===== src/rtl/qrs_pkg.sv =====
package qrs_pkg;

   // Number of cells in the square-root row and in the divider row.
   localparam int SQRT_STEPS = 17;
   localparam int DIV_STEPS  = 17;

   typedef enum logic [1:0] {
      ST_OK    = 2'd0,
      ST_NEG   = 2'd1,
      ST_AZERO = 2'd2
   } status_type;

   // Per-item context that rides along with the datapath.
   typedef struct packed {
      status_type         status;
      logic signed [33:0] disc;
      logic signed [15:0] coef_a;
      logic signed [15:0] coef_b;
   } ctx_type;

   // Bit-by-bit square root state: remaining radicand and partial root.
   typedef struct packed {
      logic [33:0] rem;
      logic [33:0] res;
   } sqrt_type;

   // One restoring-division lane: partial remainder, dividend/quotient shift
   // register and the sign to apply to the quotient at the end.
   typedef struct packed {
      logic [16:0] rem;
      logic [16:0] quo;
      logic        neg;
   } div_lane_type;

   typedef struct packed {
      div_lane_type plus;
      div_lane_type minus;
      logic [16:0]  divisor;
      ctx_type      ctx;
   } div_type;

   typedef struct packed {
      status_type         status;
      logic signed [33:0] disc;
      logic signed [16:0] root_plus;
      logic signed [16:0] root_minus;
   } res_type;

endpackage


===== src/rtl/qrs_div_cell.sv =====
module qrs_div_cell
   import qrs_pkg::*;
(
   input  logic    clock,
   input  logic    reset,
   input  logic    en,
   input  logic    in_vld,
   input  div_type in_dv,
   output logic    out_vld_ff,
   output div_type out_dv_ff
);

   // One restoring step: shift in the next dividend bit, subtract if it fits.
   function automatic div_lane_type div_step(div_lane_type ln, logic [16:0] dvsr);
      logic [17:0]  sh;
      logic         ge;
      logic [17:0]  diff;
      div_lane_type nx;
      sh   = {ln.rem, ln.quo[16]};
      ge   = (sh >= {1'b0, dvsr});
      diff = sh - {1'b0, dvsr};
      nx.rem = ge ? diff[16:0] : sh[16:0];
      nx.quo = {ln.quo[15:0], ge};
      nx.neg = ln.neg;
      return nx;
   endfunction

   div_type dv_in;

   always_comb begin
      dv_in         = in_dv;
      dv_in.plus    = div_step(in_dv.plus, in_dv.divisor);
      dv_in.minus   = div_step(in_dv.minus, in_dv.divisor);
   end

   always_ff @(posedge clock) begin
      if (reset) begin
         out_vld_ff <= 1'b0;
      end else if (en) begin
         out_vld_ff <= in_vld;
      end
   end

   always_ff @(posedge clock) begin
      if (en) begin
         out_dv_ff <= dv_in;
      end
   end

endmodule


===== config.mk =====
export PLATFORM = sky130hd
export DESIGN_NAME = qrs_div_cell
export DESIGN_NICKNAME = d
export VERILOG_FILES = /design/src/rtl/qrs_pkg.sv /design/src/rtl/qrs_div_cell.sv
export SDC_FILE = /design/constraint.sdc
export NUM_CORES = 1
export LEC_CHECK = 0
export BUFFER_PORTS_ARGS = -buffer_cell sky130_fd_sc_hd__buf_4
export CAP_MARGIN = 20
export CELL_PAD_IN_SITES_DETAIL_PLACEMENT = 1
export CELL_PAD_IN_SITES_GLOBAL_PLACEMENT = 1
export CORE_AREA = 2 2 135 137
export DETAILED_ROUTE_END_ITERATION = 8
export DIE_AREA = 0 0 137 139
export PLACE_DENSITY_LB_ADDON = 0.1
export SYNTH_ARGS = -nofsm -noshare
export SYNTH_HDL_FRONTEND = slang
export SYNTH_SLANG_ARGS = --single-unit

===== constraint.sdc =====
create_clock -name clock -period 6.1 [get_ports clock]
set_clock_uncertainty 0.1 [all_clocks]
set_input_delay 0.61 -clock clock [delete_from_list [all_inputs] [get_ports clock]]
set_output_delay 0.61 -clock clock [all_outputs]
set_load 0.05 [all_outputs]

; Yosys cells after proc, flatten, opt, wreduce, memory -nomap -nowiden
; Index checks and enable logic that the tools add are counted.
; W data, S select, Z words.
[word_totals]
elab_cells = 18
ff_bits = 156
inputBits = 159
[classes]
n_lt_le_gt_ge = 2
muxes = 2
addsub = 2
[ops]
columns = op, count
row1 = $ge A18 B17 Y1, 2
row2 = $mux W17, 2
row3 = $sub A17 B17 Y17, 2

; Depth between registers and ports, before layout
; Gate-level depths: netlist (run 1).
[logic_depth]
word_depth = 2
depth_mapped = 12
mapped_depth_nobuf = 11

; Worst setup path after synthesis (run 1)
; Ideal clock, no wire load.
[synth_timing]
kind = input-to-reg
from = input in_dv[102] (netlist name)
to = register out_dv_ff[111] (netlist name), data pin
path_stages = 11
setup_time_ns = 0.260
slack_ns = 3.170
path_buffers = 1
arrival_ns = 2.570
path_cell_list = inv_1 > ha_1 > inv_1 > fa_1 > a21o_1 > and2_1 > o31a_1 > o21ai_4 > inv_2 > buf_6 > mux2_4
[synth_rtl]
columns = element, line
row1 = from (decl), qrs_div_cell.sv:8  ; input div_type in_dv,
row2 = to (signal assigned), qrs_div_cell.sv:46  ; out_dv_ff <= dv_in;
row3 = to (decl), qrs_div_cell.sv:10  ; output div_type out_dv_ff

==> impl_metrics.tcl, run 1 <==
set metrics [dict create \
    layout.cells.non_filler 1040 \
    grt_overflow 0 \
    fmax_ghz 0.324 \
    timing.final.crit_share_pct 50.6 \
    clock_sinks 156 \
    dpl-instance-area_um2 9550 \
    critPathSlowestCell "o21ai_4" \
    peakVddDrop_mv 0.195 \
    grt_pass1_vias 5496 \
    power_density_nw_per_um2 322 \
    crit_end "out_dv_ff[111]" \
    cts_tree "done" \
    die_h_um 139 \
    path_class "input port to flip-flop" \
    std_cell_rows 49 \
    insertedDiodeCount 0 \
    ios 315 \
    start_kind "input port" \
    vias_per_cell 5.08 \
    yosysUniqueCellTypes 61 \
    rsz0062_at_grt "false" \
    hold_viol 0 \
    numPortBuffers 314 \
    synth_edf_count 155 \
    syn_area_um2 6960 \
    drtIter0Drc 255 \
    drive_above_1_share_pct 46.7 \
    gr-usage-all-layers_pct 23.2 \
    yosys.area.top_type "edfxtp_1" \
    startpoint "in_dv[102]" \
    cts_buffers 17 \
    mostFrequentLayoutCell "buf_4" \
    fin_area_um2 10100 \
    pwr-share-clk_pct 30.8 \
    p_comb_share_pct 28.1 \
    cts_max_level 4 \
    grt_first_pass_wirelength_um 32800 \
    fin_tns_setup_ns 0 \
    final_cell_mix "buf_4, edfxtp_1, nand2_1, ha_1, a21oi_1" \
    synth.net_count 671 \
    r2r_cells 2 \
    timing.rr.end "out_vld_ff" \
    synth_flop_cell "edfxtp_1" \
    path_common_cell "inv_1" \
    syn_avg_cell_area_um2 14.6 \
    drt-total-wl_um 22200 \
    outcome "finished, final reports clean" \
    setup_viol 0 \
    nets 994 \
    synthToLayoutAreaGrowth_pct 45.0 \
    path_cells "buf_4 -> inv_1 -> ha_1 -> inv_1 -> fa_1 -> a21o_1 -> and2_1 -> o31a_1 -> o21ai_4 -> inv_2 -> mux2_4" \
    ant_nets 0 \
    hold_buffers 0 \
    switching_share_pct 33.9 \
    clk_path_buf_depth 2 \
    vias 5285 \
    floorplan.initialDensity_pct 39.4 \
    r2r_start "out_vld_ff" \
    reg2reg_slack_ns 5.41 \
    synth_top_area_share_pct 66.8 \
    crit_arrival_ns 3.15 \
    synth_warnings 0 \
    drc 0 \
    first_pass_iters 4 \
    antenna_found_initial 1 \
    p_sw_mw 1.10 \
    yosysSeqAreaShare_pct 67.1 \
    ctsResizeCount 0 \
    fin_crit_ns 3.09 \
    slew_headroom_pct 39.3 \
    worst_slew_pin_slew_ns 0.910 \
    max-cap-violations 0 \
    post-cts-setup-buffers 0 \
    grt_max_degree 98 \
    cp-end-kind "flip-flop" \
    crit_fanout 18 \
    coreArea_um2 17700 \
    place.detailed.hpwl_um 17500 \
    syn_inst 476 \
    clock_latency_ns 0.43 \
    place_congestion 0.817 \
    critPathMaxStageDelay_ns 0.46 \
    die_width_um 137 \
    cell_internal_pwr_mw 2.15 \
    ys_ff_latch 156 \
    synth-async-reset-ratio_pct 0 \
    leakage_nw 4.34 \
    pwr-share-seq_pct 41.1 \
    synthTopCellsByArea "edfxtp_1, ha_1, mux2_2" \
    die-area_um2 19000 \
    hold_class "input port to flip-flop" \
    place_inst 1009 \
    clockRootBuffer "clkbuf_16" \
    critPathRequiredTime_ns 6.17 \
    drv_slew 0 \
    path_clk_slew_ns 0.07 \
    wl_per_cell_um 21.3 \
]
## Yosys cell counts (all sizes together), types with 2 or more instances
cell type / instances
nor2b: 3
a211oi: 4
a311oi: 2
a31oi: 3
nand4: 2
and4: 4
and2: 5
xnor2: 16
a2111oi: 3
nor2: 17
a21oi: 26
nand3: 13
o21a: 10
mux2: 21
o21bai: 2
clkbuf: 3
o21ai: 21
inv: 27
xor2: 3
o211ai: 3
buf: 8
or2: 3
fa: 2
nand2: 34
ha: 34
nor3b: 3
a21o: 15
and3: 2
o31a: 2
nor3: 3
o31ai: 6
edfxtp: 155
## layout make-up
type	count	area (um2)
fillers	1807	7560
flip-flops and latches	156	4670
repair buffers	315	2370
multi-input cells	282	2120
clock buffers	17	425
well taps	229	287
clock inverters	14	125
inverters	27	101
## power by group through the flow
stage          combinational (mW)  clock [mW]  sequential, mW
2_1_floorplan               0.220           0            1.72
4_1_cts                     0.921        1.02            1.34
5_1_grt                     0.966        1.06            1.34
3_5_place_dp                0.916           0            1.36
3_3_place_gp                0.903           0            1.36
6_report                    0.914        1.00            1.34
## flip-flops by register name, summed over array words and instances (netlist names)
name,count
out_dv_ff,155
out_vld_ff,1
## logic make-up (layout without fill, tap and decap cells)
| logic type | after synthesis | count (layout) | synth area share [%] |
|---|---|---|---|
| AOI/OAI and AO/OA | 112 | 112 | 11.1 |
| xor gates and xnor gates | 19 | 19 | 2.39 |
| adders and majority gates | 36 | 36 | 6.68 |
| buffers and inverters | 38 | 373 | 2.46 |
| DFF | 156 | 156 | 67.1 |
| muxes | 22 | 22 | 3.75 |
| and+or+nand+nor | 93 | 93 | 6.47 |
## metal layers
| layer | global-route usage, % | routed length, um | vias to the layer above |
|---|---|---|---|
| met3 | 8.08 | 1970 | 36 |
| met2 | 40.6 | 11400 | 206 |
| li1 | - | - | 2476 |
| met4 | 8.46 | 572 | 2 |
| met1 | 25.7 | 8230 | 2565 |
| met5 | 0 | 13 | - |
## worst min-delay path by stage
stage                    start          to  slack [ns]  depth (start not counted)
CTS                      reset  out_vld_ff        0.22                          2
detailed placement  out_vld_ff  out_vld_ff        0.41                          2
global route             reset  out_vld_ff        0.23                          2
global placement    out_vld_ff  out_vld_ff        0.37                          2
finish                   reset  out_vld_ff        0.23                          2
floorplan                reset  out_vld_ff        0.58                          1
## metrics by stage
| stage | power (mW) | util, % | worst slack (ns) | hold WS (ns) |
|---|---|---|---|---|
| after floorplan | 1.94 | - | 3.17 | 0.582 |
| after global placement | 2.26 | 54.1 | 2.67 | 0.374 |
| after detailed placement | 2.28 | 54.1 | 2.60 | 0.407 |
| after CTS | 3.28 | 57.2 | 3.03 | 0.218 |
| after global routing | 3.37 | 57.2 | 2.86 | 0.231 |
| final | 3.25 | 57.2 | 3.01 | 0.231 |
## critical path, delay by kind of cell
family | cells | cell delay, ns
adder cells (fa/ha/maj) | 2 | 0.56
buffers and inverters | 4 | 0.49
AND/OR/NAND/NOR | 1 | 0.18
multiplexers | 1 | 0.35
AO/OA/AOI/OAI | 3 | 0.96
Power figures use the tool's default switching activity.
==> run 2: changes to the inputs <==
- CORE_AREA: 2 2 135 137 -> 2 2 149 151
- DIE_AREA: 0 0 137 139 -> 0 0 151 153
- clock period: 6.1 -> 2.6 ns (I/O delays scaled with it)
==> impl_metrics.tcl, run 2 (synthesized netlist as in run 1, its figures left out) <==
set metrics [dict create \
    outcome "finished, final reports clean" \
    max-cap-violations 0 \
    grt_max_degree 85 \
    path_class "input port to flip-flop" \
    gr-usage-all-layers_pct 22.5 \
    wl_per_cell_um 20.7 \
    fin_tns_setup_ns 0 \
    nets 1175 \
    leakage_nw 5.16 \
    ant_nets 0 \
    drv_slew 0 \
    slew_headroom_pct 66.6 \
    critPathSlowestCell "fa_1" \
    place_congestion 0.821 \
    drtIter0Drc 304 \
    die_width_um 151 \
    clock_latency_ns 0.42 \
    std_cell_rows 54 \
    final_cell_mix "buf_4, edfxtp_1, dlygate4sd3_1, nand2_1, ha_1" \
    grt_pass1_vias 6616 \
    crit_fanout 3 \
    mostFrequentLayoutCell "buf_4" \
    cts_buffers 17 \
    clockRootBuffer "clkbuf_16" \
    timing.final.crit_share_pct 90.5 \
    critPathRequiredTime_ns 2.68 \
    cts_max_level 4 \
    first_pass_iters 5 \
    drive_above_1_share_pct 44.2 \
    path_clk_slew_ns 0.08 \
    vias 6014 \
    setup_viol 0 \
    start_kind "input port" \
    largest_reg_flops 155 \
    die-area_um2 23100 \
    synthToLayoutAreaGrowth_pct 70.5 \
    regMostFlops "out_dv_ff" \
    critPathMaxStageDelay_ns 0.41 \
    die_h_um 153 \
    clk_path_buf_depth 2 \
    top_regs "out_dv_ff: 155 flops, out_vld_ff: 1 flops" \
    clock_sinks 156 \
    rsz0062_at_grt "false" \
    post-cts-setup-buffers 0 \
    numPortBuffers 314 \
    fin_crit_ns 2.35 \
    coreArea_um2 21500 \
    insertedDiodeCount 0 \
    worst_slew_pin_slew_ns 0.501 \
    drt-total-wl_um 26400 \
    crit_arrival_ns 2.43 \
    vias_per_cell 4.72 \
    ios 315 \
    path_cells "buf_4 -> inv_1 -> ha_1 -> inv_1 -> fa_1 -> a21oi_1 -> o211ai_1 -> a221oi_1 -> buf_4 -> o21ai_0 -> xor2_1 -> mux2_2" \
    grt_overflow 0 \
    grt_first_pass_wirelength_um 38800 \
    power_mw 8.10 \
    hold_class "input port to flip-flop" \
    peakVddDrop_mv 0.516 \
    hold_buffers 121 \
    power_density_nw_per_um2 682 \
    floorplan.initialDensity_pct 32.4 \
    fmax_ghz 0.425 \
    cp-end-kind "flip-flop" \
    hold_viol 0 \
    drc 0 \
    place.detailed.hpwl_um 18100 \
    ctsResizeCount 0 \
    cts_tree "done" \
    antenna_found_initial 0 \
]
-- run 2: path summary, 6_finish.rpt --
| kind | startpoint | to | slack, ns | depth (start not counted) |
|---|---|---|---|---|
| worst max-delay path | in_dv[137] | out_dv_ff[152] | 0.25 | 12 |
| worst max register to register | out_vld_ff | out_vld_ff | 1.33 | 3 |
| worst min register to register | out_vld_ff | out_vld_ff | 1.01 | 3 |
| worst min-delay path | in_dv[115] | out_dv_ff[116] | 0.02 | 3 |
-- run 2: metrics by stage --
stage	worst slack (ns)	cell area, um2	util (%)	cells	hold WS [ns]
6_report	0.246	11900	55.3	1273	0.0224
5_1_grt	0.105	11900	55.3	1273	0.0231
3_3_place_gp	-0.133	10100	47.0	1120	0.319
3_5_place_dp	-0.198	10100	47.0	1120	0.327
2_1_floorplan	0.0198	6960	-	476	0.232
4_1_cts	0.240	11900	55.3	1273	0.00371
-- run 2: area by class of cell --
| type | instances | area [um2] |
|---|---|---|
| fillers | 2204 | 9610 |
| flip-flops and latches | 156 | 4670 |
| repair buffers | 496 | 4060 |
| multi-input cells | 282 | 2120 |
| clock buffers | 17 | 425 |
| well taps | 280 | 350 |
| clock inverters | 15 | 151 |
| inverters | 27 | 101 |
-- run 2: worst max-delay path: cells and delay by family --
kind                     cells  cell delay [ns]
buffers and inverters        4             0.41
multiplexers                 1             0.28
XOR/XNOR                     1             0.15
AO/OA/AOI/OAI                4             0.77
adder cells (fa/ha/maj)      2             0.56
-- run 2: per-layer routing --
metal	vias up	track usage (%)	share of wire (%)
met5	-	0	0
met4	0	6.68	2.2
met2	227	40.3	51
met1	2909	26.1	40
met3	33	6.30	7.1
li1	2845	-	-
-- run 2: report_power, final --
| part | total, mW | internal (mW) | switching, mW |
|---|---|---|---|
| clock network | 2.50 | 1.28 | 1.22 |
| logic | 2.44 | 0.950 | 1.50 |
| registers | 3.15 | 3.06 | 0.0900 |
| total | 8.10 | 5.29 | 2.81 |
