$ cat config.mk
export PLATFORM = sky130hd
export DESIGN_NAME = qrs_sqrt_cell
export DESIGN_NICKNAME = d
export VERILOG_FILES = /design/src/rtl/qrs_pkg.sv /design/src/rtl/qrs_sqrt_cell.sv
export SDC_FILE = /design/constraint.sdc
export NUM_CORES = 1
export LEC_CHECK = 0
export BUFFER_PORTS_ARGS = -buffer_cell sky130_fd_sc_hd__buf_2
export CORE_MARGIN = 3
export CORE_UTILIZATION = 50
export DETAILED_ROUTE_END_ITERATION = 8
export PLACE_DENSITY = 0.84
export SYNTH_ARGS = -nofsm -noshare
export SYNTH_HDL_FRONTEND = slang
export SYNTH_SLANG_ARGS = --single-unit
$ cat constraint.sdc
create_clock -name clock -period 8.3 [get_ports clock]
set_input_delay 0.415 -clock clock [delete_from_list [all_inputs] [get_ports clock]]
set_output_delay 0.415 -clock clock [all_outputs]
set_load 0.01 [all_outputs]
$ cat src/rtl/qrs_pkg.sv
package qrs_pkg;

   // Number of cells in the square-root row and in the divider row.
   localparam int SQRT_STEPS = 17;
   localparam int DIV_STEPS  = 17;

   typedef enum logic [1:0] {
      ST_OK    = 2'd0,
      ST_NEG   = 2'd1,
      ST_AZERO = 2'd2
   } status_type;

   // Per-item context that rides along with the datapath.
   typedef struct packed {
      status_type         status;
      logic signed [33:0] disc;
      logic signed [15:0] coef_a;
      logic signed [15:0] coef_b;
   } ctx_type;

   // Bit-by-bit square root state: remaining radicand and partial root.
   typedef struct packed {
      logic [33:0] rem;
      logic [33:0] res;
   } sqrt_type;

   // One restoring-division lane: partial remainder, dividend/quotient shift
   // register and the sign to apply to the quotient at the end.
   typedef struct packed {
      logic [16:0] rem;
      logic [16:0] quo;
      logic        neg;
   } div_lane_type;

   typedef struct packed {
      div_lane_type plus;
      div_lane_type minus;
      logic [16:0]  divisor;
      ctx_type      ctx;
   } div_type;

   typedef struct packed {
      status_type         status;
      logic signed [33:0] disc;
      logic signed [16:0] root_plus;
      logic signed [16:0] root_minus;
   } res_type;

endpackage

$ cat src/rtl/qrs_sqrt_cell.sv
module qrs_sqrt_cell
   import qrs_pkg::*;
#(
   parameter int STEP = 0
) (
   input  logic     clock,
   input  logic     reset,
   input  logic     en,
   input  logic     in_vld,
   input  ctx_type  in_ctx,
   input  sqrt_type in_sq,
   output logic     out_vld_ff,
   output ctx_type  out_ctx_ff,
   output sqrt_type out_sq_ff
);

   // Each cell resolves one root bit, from weight 2^16 down; its trial term starts at 2^32.
   localparam int          BIT_POS = 32 - 2 * STEP;
   localparam logic [33:0] BIT_VAL = 34'(1) << BIT_POS;

   logic [33:0] trial;
   sqrt_type    sq_in;

   always_comb begin
      trial = in_sq.res + BIT_VAL;
      if (in_sq.rem >= trial) begin
         sq_in.rem = in_sq.rem - trial;
         sq_in.res = (in_sq.res >> 1) + BIT_VAL;
      end else begin
         sq_in.rem = in_sq.rem;
         sq_in.res = in_sq.res >> 1;
      end
   end

   always_ff @(posedge clock) begin
      if (reset) begin
         out_vld_ff <= 1'b0;
      end else if (en) begin
         out_vld_ff <= in_vld;
      end
   end

   always_ff @(posedge clock) begin
      if (en) begin
         out_ctx_ff <= in_ctx;
         out_sq_ff  <= sq_in;
      end
   end

endmodule

* After elaboration in Yosys (flattened, before gate mapping)
Index checks and enable logic that the tools add are counted.
Word-level totals: register bits after elaboration 137, input port bits 140, output and inout bits 137, logic and storage cells 13
Operators by class: add/subtract/negate cells 3, $lt $le $gt $ge 1, muxes and demuxes 1
Operators by type and width (count):
- $mux 68 | 1
- $add 33x33->34 const B | 1
- $add 34x33->34 const B | 1
- $ge 34x34->1 | 1
- $sub 34x34->34 | 1

* Longest topological paths before layout
Gate-level depths: netlist of run 1.
depth after elaboration 3, gate-level depth with buffers 13, gate-level depth less buffers 12

* Worst setup path after synthesis of run 1
OpenSTA, ideal clock, no wires.
path kind input -> register, from input port in_sq[34] (netlist bit), to register out_sq_ff[61] (netlist bit) (data pin), arrival 3.110 ns, required time 8.040 ns, setup slack 4.930 ns, stages 13, path buffers 1, path through inv_1 -> ha_1 -> inv_1 -> fa_1 -> a21o_1 -> a221oi_2 -> o21ba_1 -> o31ai_1 -> a31o_1 -> a21o_1 -> a21oi_4 -> buf_8 -> mux2_4
RTL lines:
- start, declared | line qrs_sqrt_cell.sv:11 | input sqrt_type in_sq,
- end signal, assigned | line qrs_sqrt_cell.sv:46 | out_sq_ff <= sq_in;
- end, declared | line qrs_sqrt_cell.sv:14 | output sqrt_type out_sq_ff

==> flow_metrics.env, run 1 <==
export IMPL_port_buffer_count=276
export IMPL_nNetsFinal=931
export IMPL_grt_pass1_wl_um=26600
export IMPL_cts_tree="built"
export IMPL_crit_type="in2reg"
export IMPL_setup_violations=0
export IMPL_hold_path_class="in2reg"
export IMPL_end_kind="flip-flop"
export IMPL_postCtsSetupBuffers=0
export IMPL_crit_slowest_cell="a21oi_4"
export IMPL_synthFlopType="edfxtp_1"
export IMPL_slew_headroom=0.302
export IMPL_grt_most_used_layer="met2"
export IMPL_hold_viol=0
export IMPL_place_inst=909
export IMPL_mostFrequentLayoutCell="buf_2"
export IMPL_min_period_ps=3910
export IMPL_drtPass1Iterations=5
export IMPL_syn_inst=472
export IMPL_worstPathArrival_ps=4080
export IMPL_async_reset_ff_frac=0
export IMPL_critical_path_depth=14
export IMPL_reg2reg_from="out_vld_ff"
export IMPL_ys_warn_count=0
export IMPL_ff2ff_setup_slack_ps=7700
export IMPL_grt_setup_unrepaired="false"
export IMPL_drtAntennaViolNets=0
export IMPL_drt_first_iter_violations=268
export IMPL_layout_common_cells="275 x buf_2, 136 x edfxtp_1, 41 x inv_1"
export IMPL_crit_path_start="in_sq[34]"
export IMPL_antenna_found_initial=4
export IMPL_yosys_area_top_type="edfxtp_1"
export IMPL_clock_power_share=0.359
export IMPL_clock_path_buffers=2
export IMPL_via_per_inst=5.28
export IMPL_num_io_pins=277
export IMPL_use_met1=0.265
export IMPL_combinationalPowerShare=0.202
export IMPL_swShare=0.267
export IMPL_via_count=4976
export IMPL_start_kind="input port"
export IMPL_final_max_slew_viol_count=0
export IMPL_r2r_end="out_vld_ff"
export IMPL_numCtsBuffers=17
export IMPL_path_cells="buf_2, inv_1, ha_1, inv_1, fa_1, a21o_1, a221oi_2, o21ba_1, o31ai_1, a31o_1, a21o_1, a21oi_4, buf_4, mux2_2"
export IMPL_avgSynthCellArea_um2=14.1
export IMPL_drive_gt1_frac=0.446
export IMPL_final_seq_area_mm2=0.00410
export IMPL_fin_cells=943
export IMPL_ys_seq_area_frac=0.616
export IMPL_grt_pass1_vias=5086
export IMPL_wl_um=17900
export IMPL_syn_num_nets=647
export IMPL_overflow=0
export IMPL_cts_clk_slew_worst_paths_ps=60
export IMPL_track_usage=0.239
export IMPL_num_fill_cells=976
export IMPL_core_mm2=0.0128
export IMPL_die_area_mm2=0.0147
export IMPL_use_met2=0.424
export IMPL_syn_to_final_growth_pct=31.2
export IMPL_p_leak_nw=4.00
export IMPL_post_cts_hold_buffer_count=0
export IMPL_synth_edff_count=136
export IMPL_finalPower_w=0.00196
export IMPL_ys_ff_latch=137
export IMPL_die_x_um=121
export IMPL_multiInputGateArea_mm2=0.00230
export IMPL_power_density_mw_per_mm2=224
export IMPL_grtUsageMet3=0.0769
export IMPL_netlist_area_mm2=0.00666
export IMPL_wl_per_cell_um=19.0
export IMPL_synth_cell_type_count=57
export IMPL_fin_setup_tns_ps=0
export IMPL_fmax_ghz=0.256
export IMPL_drc=0
export IMPL_fp_row_count=41
export IMPL_grt_max_degree=84
export IMPL_crit_family="compound AO/OA/AOI/OAI gates"
export IMPL_clock_latency_ps=410
export IMPL_path_buf_inv=4
export IMPL_routabilityCongestion=0.922
export IMPL_postCtsResizedCells=0
export IMPL_drv_cap=0
export IMPL_p_seq_frac=0.438
export IMPL_fin_crit_sh=0.471
export IMPL_whs_ps=158
export IMPL_cts_sinks=137
export IMPL_die_y_um=121
export IMPL_cp_data_required_time_ps=8460
export IMPL_skew_ps=0
export IMPL_dp_hpwl_um=13900
export IMPL_p_int_w=0.00144
export IMPL_ir_worst_vdd_mv=0.108
export IMPL_synth_top_area_frac=0.613
export IMPL_htreeDepth=4
export IMPL_r2r_cells=2
export IMPL_yosys_top_cells_area="edfxtp_1 61%, ha_1 6.4%, mux2_4 5.4%"
export IMPL_critPathCapture="out_sq_ff[39]"
export IMPL_start_util=0.520
export IMPL_status="finished, final reports clean"
export IMPL_root_buffer="clkbuf_16"
export IMPL_final_core_util=0.681
export IMPL_slowest_delay_ps=510
export IMPL_critPathMaxFanout=24
export IMPL_tightest_slew_ps=1050
export IMPL_p_switching_w=0.000523
registers in the layout (all words and copies together), names as in the netlist:
register / cells
out_vld_ff: 1
out_ctx_ff: 68
out_sq_ff: 68
worst reg2reg max path: stages, from the launching register on:
cell and delay [ps]:
dfxtp_1 310, mux2i_1 120, nor2_1 60
metal layers:
metal | vias to the layer above | routed length [µm]
met5 | - | 34
met4 | 6 | 464
met3 | 38 | 1570
met2 | 215 | 9280
met1 | 2356 | 6560
li1 | 2361 | -
stage by stage:
| stage | worst slack, ps | instance area [µm²] |
|---|---|---|
| 6_report | 4390 | 8740 |
| 5_1_grt | 4200 | 8730 |
| 4_1_cts | 4410 | 8730 |
| 3_5_place_dp | 4000 | 8180 |
| 3_3_place_gp | 4060 | 8180 |
| 2_1_floorplan | 4930 | 6660 |
worst min path at each step:
| stage | from | endpoint | slack, ps | depth (start not counted) |
|---|---|---|---|---|
| 2_1_floorplan | reset | out_vld_ff | 490 | 1 |
| 3_3_place_gp | out_vld_ff | out_vld_ff | 470 | 2 |
| 3_5_place_dp | out_vld_ff | out_vld_ff | 540 | 2 |
| 4_1_cts | reset | out_vld_ff | 140 | 2 |
| 5_1_grt | in_ctx[12] | out_ctx_ff[12] | 150 | 1 |
| 6_report | reset | out_vld_ff | 160 | 2 |
layout make-up:
type                            count  area share
Sequential cell                   137       0.470
Inverter                           41      0.0176
Multi-Input combinational cell    281       0.264
Tap cell                          172      0.0246
Timing Repair Buffer              278       0.160
Clock buffer                       19      0.0495
Clock inverter                     13      0.0140
Antenna cell                        2    0.000573
Yosys cell counts, types with 3 or more instances:
master and n:
and3_1 5, mux2_4 24, nor2b_1 4, a31oi_1 4, ha_1 34, a21oi_1 23, a221o_1 3, nand3_1 6
nor2_1 20, edfxtp_1 136, mux2i_1 4, nand4_1 6, inv_1 41, o21ai_0 11, mux2_2 6, a211o_1 4
xor2_1 13, nand2_1 17, a211oi_1 5, a41oi_1 4, clkbuf_1 8, xnor2_1 17, o21bai_1 3, and2_1 3
a21o_1 22, o21a_1 4, nor3_1 7
cells by family after synthesis:
family / synth area share
compound gates: 0.115
xor+xnor: 0.0394
simple gates: 0.0543
mux: 0.0702
flops: 0.616
buf+inv: 0.0383
fa+ha+maj: 0.0669
power by group through the flow:
| stage | sequential (W) | clock [W] | combinational (W) |
|---|---|---|---|
| final | 0.000860 | 0.000704 | 0.000396 |
| after CTS | 0.000861 | 0.000717 | 0.000397 |
| after detailed placement | 0.000874 | 0 | 0.000394 |
| after global placement | 0.000871 | 0 | 0.000384 |
| after floorplan | 0.000912 | 0 | 0.000203 |
| after global routing | 0.000865 | 0.000754 | 0.000429 |
Note: power is estimated with default switching activity, not from simulation.
==> run 2: changes to the inputs <==
--- a/config.mk
+++ b/config.mk
@@ -7,9 +7,9 @@
 export LEC_CHECK = 0
 export BUFFER_PORTS_ARGS = -buffer_cell sky130_fd_sc_hd__buf_2
 export CORE_MARGIN = 3
-export CORE_UTILIZATION = 50
+export CORE_UTILIZATION = 44
 export DETAILED_ROUTE_END_ITERATION = 8
-export PLACE_DENSITY = 0.84
+export PLACE_DENSITY = 0.78
 export SYNTH_ARGS = -nofsm -noshare
 export SYNTH_HDL_FRONTEND = slang
 export SYNTH_SLANG_ARGS = --single-unit
==> constraint.sdc (replaced) <==
create_clock -name clock -period 3.5 [get_ports clock]
set_input_delay 0.175 -clock clock [delete_from_list [all_inputs] [get_ports clock]]
set_output_delay 0.175 -clock clock [all_outputs]
set_load 0.01 [all_outputs]
==> run 2 against run 1 <==
First-iteration DRC count rose by 25%. Sequential cell count did not move. Clock power rose to 2.7 times the previous value. Setup slack got worse by 4200 ps. Final area rose by 13%. Die area rose by 13%. Sequential share of layout area fell by 5.4 points. Cell count rose by 12%. Critical path depth fell by 1.
==> flow_metrics.env, run 2 (same netlist as run 1, synthesis figures left out) <==
export IMPL_path_cells="dlygate4sd3_1, buf_2, inv_1, fa_1, a21o_1, a221oi_2, o21ba_1, o31ai_1, a31o_1, a21o_1, a21oi_4, buf_12, mux2_2"
export IMPL_mostFrequentLayoutCell="buf_2"
export IMPL_routabilityCongestion=0.865
export IMPL_wl_per_cell_um=19.4
export IMPL_cts_tree="built"
export IMPL_overflow=0
export IMPL_power_density_mw_per_mm2=504
export IMPL_p_seq_frac=0.410
export IMPL_fp_row_count=44
export IMPL_tightest_slew_ps=696
export IMPL_drt_first_iter_violations=336
export IMPL_hold_path_class="in2reg"
export IMPL_drtPass1Iterations=4
export IMPL_whs_ps=35.3
export IMPL_port_buffer_count=276
export IMPL_die_x_um=129
export IMPL_swShare=0.266
export IMPL_cts_sinks=137
export IMPL_setup_violations=0
export IMPL_grtUsageMet3=0.0820
export IMPL_grt_most_used_layer="met2"
export IMPL_skew_ps=0
export IMPL_drv_cap=0
export IMPL_numCtsBuffers=17
export IMPL_start_util=0.453
export IMPL_die_y_um=129
export IMPL_grt_pass1_wl_um=30300
export IMPL_critPathMaxFanout=18
export IMPL_slowest_delay_ps=520
export IMPL_clock_path_buffers=2
export IMPL_nNetsFinal=1035
export IMPL_dp_hpwl_um=13800
export IMPL_path_buf_inv=4
export IMPL_use_met2=0.415
export IMPL_hold_viol=0
export IMPL_fin_crit_sh=0.945
export IMPL_track_usage=0.241
export IMPL_wl_um=20500
export IMPL_syn_to_final_growth_pct=48.3
export IMPL_num_fill_cells=1047
export IMPL_postCtsResizedCells=0
export IMPL_fin_setup_tns_ps=0
export IMPL_grt_setup_unrepaired="false"
export IMPL_final_seq_area_mm2=0.00410
export IMPL_drive_gt1_frac=0.399
export IMPL_crit_slowest_cell="dlygate4sd3_1"
export IMPL_combinationalPowerShare=0.213
export IMPL_clock_power_share=0.377
export IMPL_num_io_pins=277
export IMPL_p_switching_w=0.00132
export IMPL_top_regs="out_ctx_ff (68), out_sq_ff (68), out_vld_ff (1)"
export IMPL_cts_clk_slew_worst_paths_ps=60
export IMPL_ff2ff_setup_slack_ps=2870
export IMPL_grt_max_degree=76
export IMPL_slew_headroom=0.536
export IMPL_root_buffer="clkbuf_16"
export IMPL_post_cts_hold_buffer_count=101
export IMPL_fmax_ghz=0.302
export IMPL_die_area_mm2=0.0167
export IMPL_status="finished, final reports clean"
export IMPL_design_area_mm2=0.00988
export IMPL_final_core_util=0.672
export IMPL_via_per_inst=5.19
export IMPL_postCtsSetupBuffers=0
export IMPL_crit_family="compound AO/OA/AOI/OAI gates"
export IMPL_grt_pass1_vias=5606
export IMPL_p_int_w=0.00365
export IMPL_via_count=5489
export IMPL_cp_data_required_time_ps=3660
export IMPL_start_kind="input port"
export IMPL_layout_common_cells="275 x buf_2, 136 x edfxtp_1, 101 x dlygate4sd3_1"
export IMPL_cp_common_cell="a21o_1"
export IMPL_htreeDepth=4
export IMPL_drc=0
export IMPL_multiInputGateArea_mm2=0.00230
export IMPL_antenna_found_initial=6
export IMPL_crit_type="in2reg"
export IMPL_core_mm2=0.0147
export IMPL_p_leak_nw=4.50
export IMPL_postPlaceCellArea_mm2=0.00825
export IMPL_end_kind="flip-flop"
export IMPL_worstPathArrival_ps=3470
export IMPL_min_period_ps=3310
export IMPL_ir_worst_vdd_mv=0.343
export IMPL_use_met1=0.269
export IMPL_final_max_slew_viol_count=0
export IMPL_clock_latency_ps=410
export IMPL_drtAntennaViolNets=0
-- run 2: changes by cell type in the layout (fill, tap and decap cells not counted), moves of 2 or more --
cell and change:
dlygate4sd3_1 +101, clkinvlp_4 -5, inv_6 +4, clkbuf_1 -2, buf_12 +3, bufinv_16 +2
-- run 2: worst paths after layout --
path / start / endpoint / cells after the start
max reg2reg: out_vld_ff / out_vld_ff / 2
min: in_vld / out_vld_ff / 3
max: in_sq[1] / out_sq_ff[67] / 13
min reg2reg: out_vld_ff / out_vld_ff / 2
-- run 2: per-layer routing --
| metal | up-vias | wire length, µm |
|---|---|---|
| met3 | 60 | 1930 |
| met1 | 2555 | 7430 |
| li1 | 2575 | - |
| met5 | - | 53 |
| met2 | 289 | 10200 |
| met4 | 10 | 920 |
-- run 2: worst reg2reg max path, stage by stage (launching register included) --
cell and delay [ps]:
dfxtp_1 310, mux2i_1 160, nor2_1 50
-- run 2: power by group through the flow --
stage                     Combinational [W]  Sequential [W]  Clock [W]
after floorplan                    0.000482         0.00216          0
after global placement             0.000943         0.00206          0
after detailed placement           0.000957         0.00207          0
after CTS                           0.00105         0.00204    0.00189
after global routing                0.00114         0.00206    0.00198
final                               0.00106         0.00204    0.00188
-- run 2: cell type report --
type / instances / share of cell area
Timing Repair Buffer: 382 / 0.250
Multi-Input combinational cell: 281 / 0.233
Clock inverter: 15 / 0.0191
Inverter: 41 / 0.0156
Clock buffer: 17 / 0.0430
Antenna cell: 1 / 0.000253
Sequential cell: 137 / 0.415
Tap cell: 184 / 0.0233
-- run 2: per-stage QoR --
step	power, W	instances	worst slack [ps]
after floorplan	0.00264	472	370
after global placement	0.00300	924	221
after detailed placement	0.00302	924	151
after global routing	0.00518	1058	58.9
final	0.00498	1058	192
after CTS	0.00498	1057	182
==> run 3: changes to the inputs <==
--- a/config.mk
+++ b/config.mk
@@ -7,9 +7,10 @@
 export LEC_CHECK = 0
 export BUFFER_PORTS_ARGS = -buffer_cell sky130_fd_sc_hd__buf_2
 export CORE_MARGIN = 3
-export CORE_UTILIZATION = 44
+export CORE_UTILIZATION = 35
 export DETAILED_ROUTE_END_ITERATION = 8
-export PLACE_DENSITY = 0.78
+export PLACE_DENSITY = 0.65
+export REMOVE_ABC_BUFFERS = 1
 export SYNTH_ARGS = -nofsm -noshare
 export SYNTH_HDL_FRONTEND = slang
 export SYNTH_SLANG_ARGS = --single-unit
==> run 3 against run 2 <==
Sequential share of layout area decreased by 0.33 points. Sequential power about the same. Utilization decreased by 13 points. Register-to-register slack got worse by 520 ps. Setup slack improved by 24 ps. Combinational power about the same. Count of clock-buffer cells in the layout unchanged. Non-clock buffer count increased by 4. First-iteration DRC count decreased by 27%. Critical endpoint is now out_sq_ff[37]. Largest power group unchanged. Highest routed layer unchanged.
==> flow_metrics.env, run 3 (same netlist as run 1, synthesis figures left out) <==
export IMPL_cp_data_required_time_ps=3670
export IMPL_nNetsFinal=1039
export IMPL_htreeDepth=4
export IMPL_track_usage=0.186
export IMPL_via_count=5345
export IMPL_drtAntennaViolNets=0
export IMPL_postCtsSetupBuffers=0
export IMPL_port_buffer_count=276
export IMPL_whs_path_depth=2
export IMPL_hold_path_class="in2reg"
export IMPL_die_x_um=144
export IMPL_final_max_slew_viol_count=0
export IMPL_syn_to_final_growth_pct=49.5
export IMPL_routabilityCongestion=0.861
export IMPL_hold_path_endpoint="out_sq_ff[52]"
export IMPL_mostFrequentLayoutCell="buf_2"
export IMPL_r2r_end="out_vld_ff"
export IMPL_power_density_mw_per_mm2=492
export IMPL_setup_violations=0
export IMPL_grt_setup_unrepaired="false"
export IMPL_grt_max_degree=72
export IMPL_num_fill_cells=1574
export IMPL_die_area_mm2=0.0207
export IMPL_worstPathArrival_ps=3450
export IMPL_top_regs="out_ctx_ff (68), out_sq_ff (68), out_vld_ff (1)"
export IMPL_grt_pass1_vias=5432
export IMPL_ff2ff_setup_slack_ps=2350
export IMPL_drc=0
export IMPL_fp_row_count=49
export IMPL_drv_cap=0
export IMPL_design_area_mm2=0.00996
export IMPL_drtPass1Iterations=4
export IMPL_num_io_pins=277
export IMPL_fin_crit_sh=0.938
export IMPL_via_per_inst=4.83
export IMPL_clock_latency_ps=420
export IMPL_antenna_cells=0
export IMPL_wl_um=20100
export IMPL_p_leak_nw=4.51
export IMPL_numCtsBuffers=17
export IMPL_root_buffer="clkbuf_16"
export IMPL_overflow=0
export IMPL_hp_start="in_sq[52]"
export IMPL_postPlaceCellArea_mm2=0.00835
export IMPL_multiInputGateArea_mm2=0.00231
export IMPL_fmax_ghz=0.305
export IMPL_clock_path_buffers=2
export IMPL_hold_viol=0
export IMPL_cts_sinks=137
export IMPL_ir_worst_vdd_mv=0.315
export IMPL_tightest_slew_ps=696
export IMPL_dp_hpwl_um=14300
export IMPL_drt_first_iter_violations=244
export IMPL_min_period_ps=3280
export IMPL_critPathMaxFanout=12
export IMPL_crit_type="in2reg"
export IMPL_r2r_cells=3
export IMPL_grt_pass1_wl_um=29300
export IMPL_cts_clk_slew_worst_paths_ps=70
export IMPL_wl_per_cell_um=18.1
export IMPL_drive_gt1_frac=0.400
export IMPL_reg2reg_from="out_vld_ff"
export IMPL_die_y_um=144
export IMPL_skew_ps=0
export IMPL_final_seq_area_mm2=0.00410
export IMPL_layout_common_cells="275 x buf_2, 136 x edfxtp_1, 102 x dlygate4sd3_1"
export IMPL_start_kind="input port"
export IMPL_slew_headroom=0.536
export IMPL_final_core_util=0.543
export IMPL_antenna_found_initial=3
export IMPL_core_mm2=0.0183
export IMPL_end_kind="flip-flop"
export IMPL_start_util=0.363
export IMPL_status="finished, final reports clean"
export IMPL_cts_tree="built"
## run 3: cell count changes in the layout (fill, tap and decap cells not counted), sizes merged
cell         before  now
inv              47   49
dlygate4sd3     101  102
buf             281  284
clkinvlp          0    2
diode             1    0
clkinv            6    4
bufinv            3    1
## run 3: power breakdown
part           switching [W]  internal (W)  total [W]
clock               0.000792       0.00101    0.00180
combinational       0.000536      0.000531    0.00107
sequential         0.0000415       0.00200    0.00204
## run 3: worst max path at each step
stage / start / end / cells after the start
3_5_place_dp: in_sq[34] / out_sq_ff[37] / 14
6_report: in_sq[1] / out_sq_ff[37] / 13
2_1_floorplan: in_sq[34] / out_sq_ff[35] / 12
3_3_place_gp: in_sq[34] / out_sq_ff[36] / 14
5_1_grt: in_sq[1] / out_sq_ff[37] / 13
4_1_cts: in_sq[1] / out_sq_ff[37] / 13
## run 3: per-stage QoR
stage	total power (W)	hold slack, ps	instances	worst slack (ps)	setup TNS (ps)
after floorplan	0.00262	247	459	-128	-2280
after global placement	0.00303	333	972	213	0
after detailed placement	0.00304	341	972	158	0
after CTS	0.00494	59.9	1106	197	0
after global routing	0.00511	63.9	1106	19.5	0
final	0.00490	73.4	1106	216	0
## run 3: timing repair
action	in CTS	in global routing
hold endpoints to repair	101	0
setup endpoints to repair	0	19
hold buffers	102	0
resized for setup	0	1
## run 3: cell type report
cell class / instances / area share
inverters: 41 / 0.0155
well taps: 229 / 0.0288
clock inverters: 15 / 0.0158
multi-input cells: 281 / 0.232
flip-flops and latches: 137 / 0.412
repair buffers: 386 / 0.253
clock buffers: 17 / 0.0427
## run 3: routing by layer
layer	wire length (µm)	global-route usage	vias to the layer above	share of wire
li1	-	-	2578	-
met1	7950	0.215	2534	0.40
met2	9980	0.327	190	0.50
met3	1420	0.0493	37	0.071
met4	681	0.0778	6	0.034
met5	34	0	-	0.0017
## run 3: worst max-delay path, stage by stage
cell	delay (ps)
dlygate4sd3_1	530
buf_2	110
inv_1	60
fa_1	470
a21o_1	240
a221oi_4	250
o21ba_1	220
o31ai_1	120
a31o_1	240
a21o_1	240
a21oi_4	260
buf_12	190
mux2_2	350
